## src/hdl/skct_pkg.sv

```systemverilog
`timescale 1ns / 1ps
// Shared types and constants for the sparse key count table.
package skct_pkg;

	localparam int KEY_W = 31;
	localparam int CNT_W = 32;
	localparam int KIND_W = 2;
	localparam int STATUS_W = 2;

	localparam logic [CNT_W-1:0] CNT_MAX = {CNT_W{1'b1}};

	// Operation codes; the unused code behaves as a query.
	localparam logic [KIND_W-1:0] KIND_INC = 2'd0;
	localparam logic [KIND_W-1:0] KIND_DEC = 2'd1;
	localparam logic [KIND_W-1:0] KIND_QRY = 2'd2;

	localparam logic [STATUS_W-1:0] STATUS_OK = 2'd0;
	localparam logic [STATUS_W-1:0] STATUS_ABSENT = 2'd1;
	localparam logic [STATUS_W-1:0] STATUS_FULL = 2'd2;

	// Operation token that walks down the row of cells.
	typedef struct packed {
		logic                valid;
		logic [KIND_W-1:0]   kind;
		logic [KEY_W-1:0]    key;
		logic                found;
		logic                bumped;
		logic [CNT_W-1:0]    cnt;
		logic                free_found;
	} tok_t;

endpackage

```

## src/hdl/skct_cell.sv

```systemverilog
`timescale 1ns / 1ps
// One slot of the table: key, count and valid bit, plus a token register.
module skct_cell #(
	parameter int IDX = 0,
	parameter int IDX_W = 1
) (
	input  logic                      clk,
	input  logic                      arst_n,
	input  skct_pkg::tok_t            tok_in,
	input  logic [IDX_W-1:0]          free_idx_in,
	input  logic                      alloc_en,
	input  logic [IDX_W-1:0]          alloc_idx,
	input  logic [skct_pkg::KEY_W-1:0] alloc_key,
	output skct_pkg::tok_t            tok_out,
	output logic [IDX_W-1:0]          free_idx_out
);

	logic [skct_pkg::KEY_W-1:0] key_q;
	logic [skct_pkg::CNT_W-1:0] count_q;
	logic                       valid_q;

	skct_pkg::tok_t             tok_q;
	logic [IDX_W-1:0]           free_idx_q;

	skct_pkg::tok_t             tok_nxt;
	logic [IDX_W-1:0]           free_idx_nxt;
	logic [skct_pkg::CNT_W-1:0] count_nxt;
	logic                       valid_nxt;
	logic                       match;
	logic                       take_free;
	logic                       alloc_here;

	assign match = tok_in.valid && valid_q && !tok_in.found && (key_q == tok_in.key);
	assign take_free = tok_in.valid && !valid_q && !tok_in.free_found;
	assign alloc_here = alloc_en && (alloc_idx == IDX_W'(IDX));

	always_comb begin
		tok_nxt = tok_in;
		free_idx_nxt = free_idx_in;
		count_nxt = count_q;
		valid_nxt = valid_q;
		if (match) begin
			tok_nxt.found = 1'b1;
			case (tok_in.kind)
				skct_pkg::KIND_INC: begin
					if (count_q != skct_pkg::CNT_MAX) begin
						count_nxt = count_q + 1'b1;
						tok_nxt.bumped = 1'b1;
					end
					tok_nxt.cnt = count_nxt;
				end
				skct_pkg::KIND_DEC: begin
					// A count of one or less empties the slot.
					if (count_q[skct_pkg::CNT_W-1:1] == '0) begin
						count_nxt = '0;
						valid_nxt = 1'b0;
					end else begin
						count_nxt = count_q - 1'b1;
					end
					tok_nxt.cnt = count_nxt;
				end
				default: begin
					tok_nxt.cnt = count_q;
				end
			endcase
		end
		if (take_free) begin
			tok_nxt.free_found = 1'b1;
			free_idx_nxt = IDX_W'(IDX);
		end
	end

	always_ff @(posedge clk or negedge arst_n) begin
		if (!arst_n) begin
			valid_q <= 1'b0;
			tok_q <= '0;
		end else begin
			valid_q <= alloc_here ? 1'b1 : valid_nxt;
			tok_q <= tok_nxt;
		end
	end

	always_ff @(posedge clk) begin
		if (alloc_here) begin
			key_q <= alloc_key;
			count_q <= skct_pkg::CNT_W'(1);
		end else begin
			count_q <= count_nxt;
		end
		free_idx_q <= free_idx_nxt;
	end

	assign tok_out = tok_q;
	assign free_idx_out = free_idx_q;

endmodule

```

## config.mk

```make
export PLATFORM = sky130hd
export DESIGN_NAME = skct_cell
export DESIGN_NICKNAME = d
export VERILOG_FILES = /design/src/hdl/skct_pkg.sv /design/src/hdl/skct_cell.sv
export SDC_FILE = /design/constraint.sdc
export NUM_CORES = 1
export LEC_CHECK = 0
export BUFFER_PORTS_ARGS = -buffer_cell sky130_fd_sc_hd__buf_2
export CORE_MARGIN = 2
export CORE_UTILIZATION = 45
export CTS_BUF_LIST = sky130_fd_sc_hd__clkbuf_4 sky130_fd_sc_hd__clkbuf_8
export DETAILED_ROUTE_END_ITERATION = 6
export GPL_TIMING_DRIVEN = 0
export PLACE_DENSITY = 0.81
export SLEW_MARGIN = 20
export SYNTH_ARGS = -nofsm -noshare
export SYNTH_HDL_FRONTEND = slang
export SYNTH_SLANG_ARGS = --single-unit
export TNS_END_PERCENT = 100
```

## constraint.sdc

```tcl
create_clock -name clk -period 2.84 [get_ports clk]
set_input_delay 0.568 -clock clk [delete_from_list [all_inputs] [get_ports clk]]
set_output_delay 0.568 -clock clk [all_outputs]
set_load 0.05 [all_outputs]
```

=== Word-level counts from Yosys, hierarchy flattened ===
Cells that the tools add are included.
W data, S select, Z words.

* Bitwise gates (word level): 1
* Shifts and indexed selects: 0
* Eq/ne operators: 3
* $add $sub $neg: 2
* Muxes and demuxes: 11
* Divide/modulo/power cells: 0
* $mul: 0
* Magnitude comparators: 0
* Reductions and logical operators: 15

{| class="wikitable"
|+ Operator list
! cell !! number
|-
| $mux W32 || 2
|-
| $pmux W32 S2 || 1
|-
| $mux W34 || 1
|-
| $add A32 B1 Y32 const B || 1
|-
| $ne A32 B32 Y1 const B || 1
|-
| $sub A32 B1 Y32 const B || 1
|-
| $eq A31 B31 Y1 || 1
|-
| $logic_not A31 Y1 || 1
|-
| $mux W1 || 7
|-
| $logic_and A1 B1 Y1 || 6
|-
| $reduce_bool A2 Y1 || 3
|-
| $logic_not A1 Y1 || 3
|-
| $reduce_and A3 Y1 || 1
|-
| $eq A2 B1 Y1 const B || 1
|-
| $logic_not A2 Y1 || 1
|-
| $not A1 Y1 || 1
|}

* Register bits after elaboration: 134
* ROM bits: 0
* Bits of input ports: 105
* Memories: 0
* Logic and storage cells: 43
* Bits in writable memories: 0
* Bits in latches: 0
* Output and inout bits: 70

=== Longest topological paths before layout ===
* Depth in word-level cells: 5
* Mapped depth: 10
* Mapped depth without buffers: 9

=== Least setup slack after synthesis ===
Ideal clock, no wire load.

* Path kind: reg2reg
* Start point: reg count_q[0] (netlist name)
* End point: reg count_q[20] (netlist name)
* Library setup time: 0.116 ns
* Arrival: 2.533 ns
* Stages on the path, launching flop included: 11
* Data required time: 2.724 ns
* Period minus slack after synthesis: 2.649 ns
* Slack: 0.191 ns
* Buffers on the path: 1
* Cells stage by stage: dfxtp_1 clkbuf_1 inv_1 ha_1 or4b_1 nor3_1 nand3_1 o211a_1 a221oi_1 o211ai_1 o211a_1

* Word-level cells in the longest chain between the ends: 3
* Elaborated cells on any way between the ends: 6
* Classes of those cells: add/sub (2); eq/ne (1); mux (3)

{| class="wikitable"
|+ RTL lines
! item !! line !! text
|-
| from (decl) || skct_cell.sv:19 || <nowiki>logic [skct_pkg::CNT_W-1:0] count_q;</nowiki>
|-
| from (signal assigned) || skct_cell.sv:86 || <nowiki>count_q <= skct_pkg::CNT_W'(1);</nowiki>
|-
| from (signal assigned) || skct_cell.sv:88 || <nowiki>count_q <= count_nxt;</nowiki>
|-
| $sub A32 B1 Y32, or another cell as far along || skct_cell.sv:58 || <nowiki>count_nxt = count_q - 1'b1;</nowiki>
|-
| $mux W32 (on tied branches) || skct_cell.sv:54, skct_cell.sv:46 ||
|-
| $pmux W32 S2 (*) || skct_cell.sv:44 || <nowiki>case (tok_in.kind)</nowiki>
|}

Mark *: on every way between the ends. The rest lies on a longest branch, timed or not.
A chain may end at the register's enable or synchronous reset.

==> impl_metrics.yaml <==
clock_tree:
  clk_latency_ps: 470
  cts_made_buffers: 17
  clk_pin_slew_worst_paths_ps: 80
  ctsLongestPathBuffers: 2
  cts_tree: "built"
  clock-sinks: 134
  ctsHtreeMaxLevel: 4
  cts-root-buf: "clkbuf_8"
worst_setup_path:
  endpoint_kind: "flip-flop"
  start_kind: "flip-flop"
  crit_path_max_fanout: 6
  ff2ff_setup_slack_ps: 30
  cp.arrival_ps: 3160
  crit_required_ps: 3200
  crit_type: "flip-flop to flip-flop"
final_layout:
  syn_to_final_growth_pct: 30.3
  drive_gt1_share_pct: 35.2
  layout_commonest_cell: "buf_2"
  nNetsFinal: 971
  antenna_cells: 0
  mostFrequentLayoutCells: "buf_2, dfrtp_1, nor2_1"
power_and_ir_drop:
  p_int_mw: 3.09
  peakVddDrop_v: 0.000244
  p_leak_nw: 3.67
  powerDensity_nw_per_um2: 493
  sw_frac_of_total_pct: 27.2
  power_switching_mw: 1.15
  seq_power_share_pct: 48.8
  clock_power_share_pct: 39.5
  combPwrFrac_pct: 11.6
  fin_total_pwr_mw: 4.24
global_route:
  antenna_found_initial: 0
  grt_pass1_wl_mm: 32.6
  grt_pass1_vias: 5903
  gr-total-overflow: 0
  grt_max_degree: 54
  track_usage_pct: 26.7
drt:
  ant_nets: 0
  drc: 0
  vias: 6312
  drt_iter0_drc: 778
  avgViaCountPerCell: 5.95
  dr.pass1.iters: 6
  wirelength_mm: 21.3
  wire_per_inst_um: 20.1
floorplanning:
  dieArea_sq_um: 15700
  die_w_um: 125
  core_area_sq_um: 14400
  start_util_pct: 45.8
  io-pin-count: 175
  die_height_um: 125
  num_rows: 44
synth:
  synth.distinct_cells: 70
  syn_nets: 759
  yosysWarnings: 0
  async_flop_share_pct: 52.2
  syn-cell-area_sq_um: 6600
  synth_cells: 652
  synth_seq_cells: 134
  ys.flop_type: "dfrtp_1"
  ys_seq_area_share_pct: 50.6
  syn_area_per_cell_sq_um: 10.1
  synth_edf_count: 31
place:
  pre_cts_ws_ps: -823
  place_hpwl_mm: 14.9
  portBuffers: 174
  gp_congestion: 0.978
sta:
  rsz0062_at_grt: "yes"
  fin_crit_ps: 2810
  hold_violations: 0
  worst_pin_slew_ps: 818
  setup_slack_ps: 33.4
  slew_violations: 0
  maxSlewHeadroom_pct: 45.3
  timing.fmax_ghz: 0.356
  period_share_pct: 98.8
  skew_ps: 14.0
  setup_viol: 0
flow_run:
  cap_viol_max_count: 0
status:
  status: "completed"
min_path:
  hp-class: "input port to flip-flop"
-- layer usage --
layer | vias to the layer above | routed length, um | GRT usage [%]
met2 | 396 | 9910 | 42.2
met4 | 0 | 727 | 10.8
met3 | 70 | 2120 | 6.12
met5 | - | 0 | 0
met1 | 2978 | 8560 | 35.8
li1 | 2868 | - | -
-- through the flow --
stage | std cells | cell area, sq um | hold slack (ps) | TNS, ps | utilization (%)
detailed placement | 1012 | 7740 | 487 | -32390 | 53.7
finish | 1061 | 8600 | 223 | 0 | 59.6
global placement | 1010 | 7700 | 496 | -35980 | 53.4
CTS | 1048 | 8330 | 210 | 0 | 57.7
floorplan | 652 | 6600 | 272 | 0 | -
global route | 1061 | 8600 | 207 | -236 | 59.6
-- critical path: stages (launching register included) --
cell     delay [ps]
dfxtp_2         330
buf_6           120
or4_4           520
or4_4           590
o31ai_4         200
buf_6           180
buf_6           120
nor4_1           50
or3_1           370
mux2i_1         150
nor2_1           70
-- power groups by stage --
stage,Sequential [mW],Clock [mW],Combinational [mW]
final,2.07,1.68,0.493
after global routing,2.08,1.79,0.523
after CTS,2.07,1.71,0.491
after detailed placement,2.11,0,0.487
after global placement,2.11,0,0.474
after floorplan,2.30,0,0.0996
-- registers in the layout (all words and copies together) (netlist names) --
name	cells
tok_out	69
free_idx_out	1
key_q	31
count_q	32
valid_q	1
-- synth_stat cells, types with 3 or more instances --
master	number	area [sq um]
dfrtp_1	70	1750
nor2_1	63	236
clkbuf_1	44	165
dfxtp_1	33	661
edfxtp_1	31	931
xor2_1	30	263
nand2_1	29	109
nor3_1	29	145
o21ai_0	25	125
nor4_1	21	131
or3_1	18	113
a21oi_1	16	80.1
nand4_1	16	100
o211a_1	16	160
o21a_1	16	120
xnor2_1	13	114
nand3_1	12	60.1
a31oi_1	11	68.8
mux2i_1	10	100
o2111ai_1	10	87.6
buf_2	9	45.0
inv_1	9	33.8
nand2b_1	9	56.3
o211ai_1	9	67.6
and3_1	7	43.8
o2111a_1	7	78.8
o31ai_1	7	52.6
or4_1	6	45.0
a21o_1	5	37.5
a211oi_1	4	30.0
nand4b_1	4	35.0
a221oi_1	3	26.3
a22oi_1	3	22.5
and4_1	3	26.3
nand3b_1	3	22.5
nor2b_1	3	18.8
nor3b_1	3	22.5
o21bai_1	3	22.5
o221ai_1	3	26.3
-- area by class of cell --
class,count,area (sq um)
clock buffer,20,256
timing repair buffer,199,1090
buffer,51,282
tap,184,230
multi-input combinational,452,3200
inverter,9,33.8
clock inverter,12,156
fill,1262,5820
sequential,134,3350
-- logic make-up after synthesis --
group	Yosys count	synth area share, %
buf+inv	66	4.09
mux	12	1.86
xor+xnor	43	5.71
simple gates	239	19.5
flops	134	50.6
fa+ha+maj	2	0.379
compound gates	156	17.8
-- what timing repair did --
item                                    CTS  global route
cloned                                    0             1
endpoints found under the hold margin    13             0
resized for setup                        33            63
pin swaps                                 4            15
hold buffers                              1             0
buffers inserted                          6            15
endpoints found under the setup margin   65            57
-- worst paths after layout --
| path | start | depth (start not counted) | end |
|---|---|---|---|
| max in group asynchronous | arst_n | 3 | tok_out[33] |
| max | count_q[8] | 10 | tok_out[16] |
| min | tok_in[59] | 1 | tok_out[59] |
| max reg2reg | count_q[8] | 10 | tok_out[16] |
| min in group asynchronous | arst_n | 2 | tok_out[21] |
| min reg2reg | valid_q | 1 | valid_q |
(Power assumes the default switching activity.)
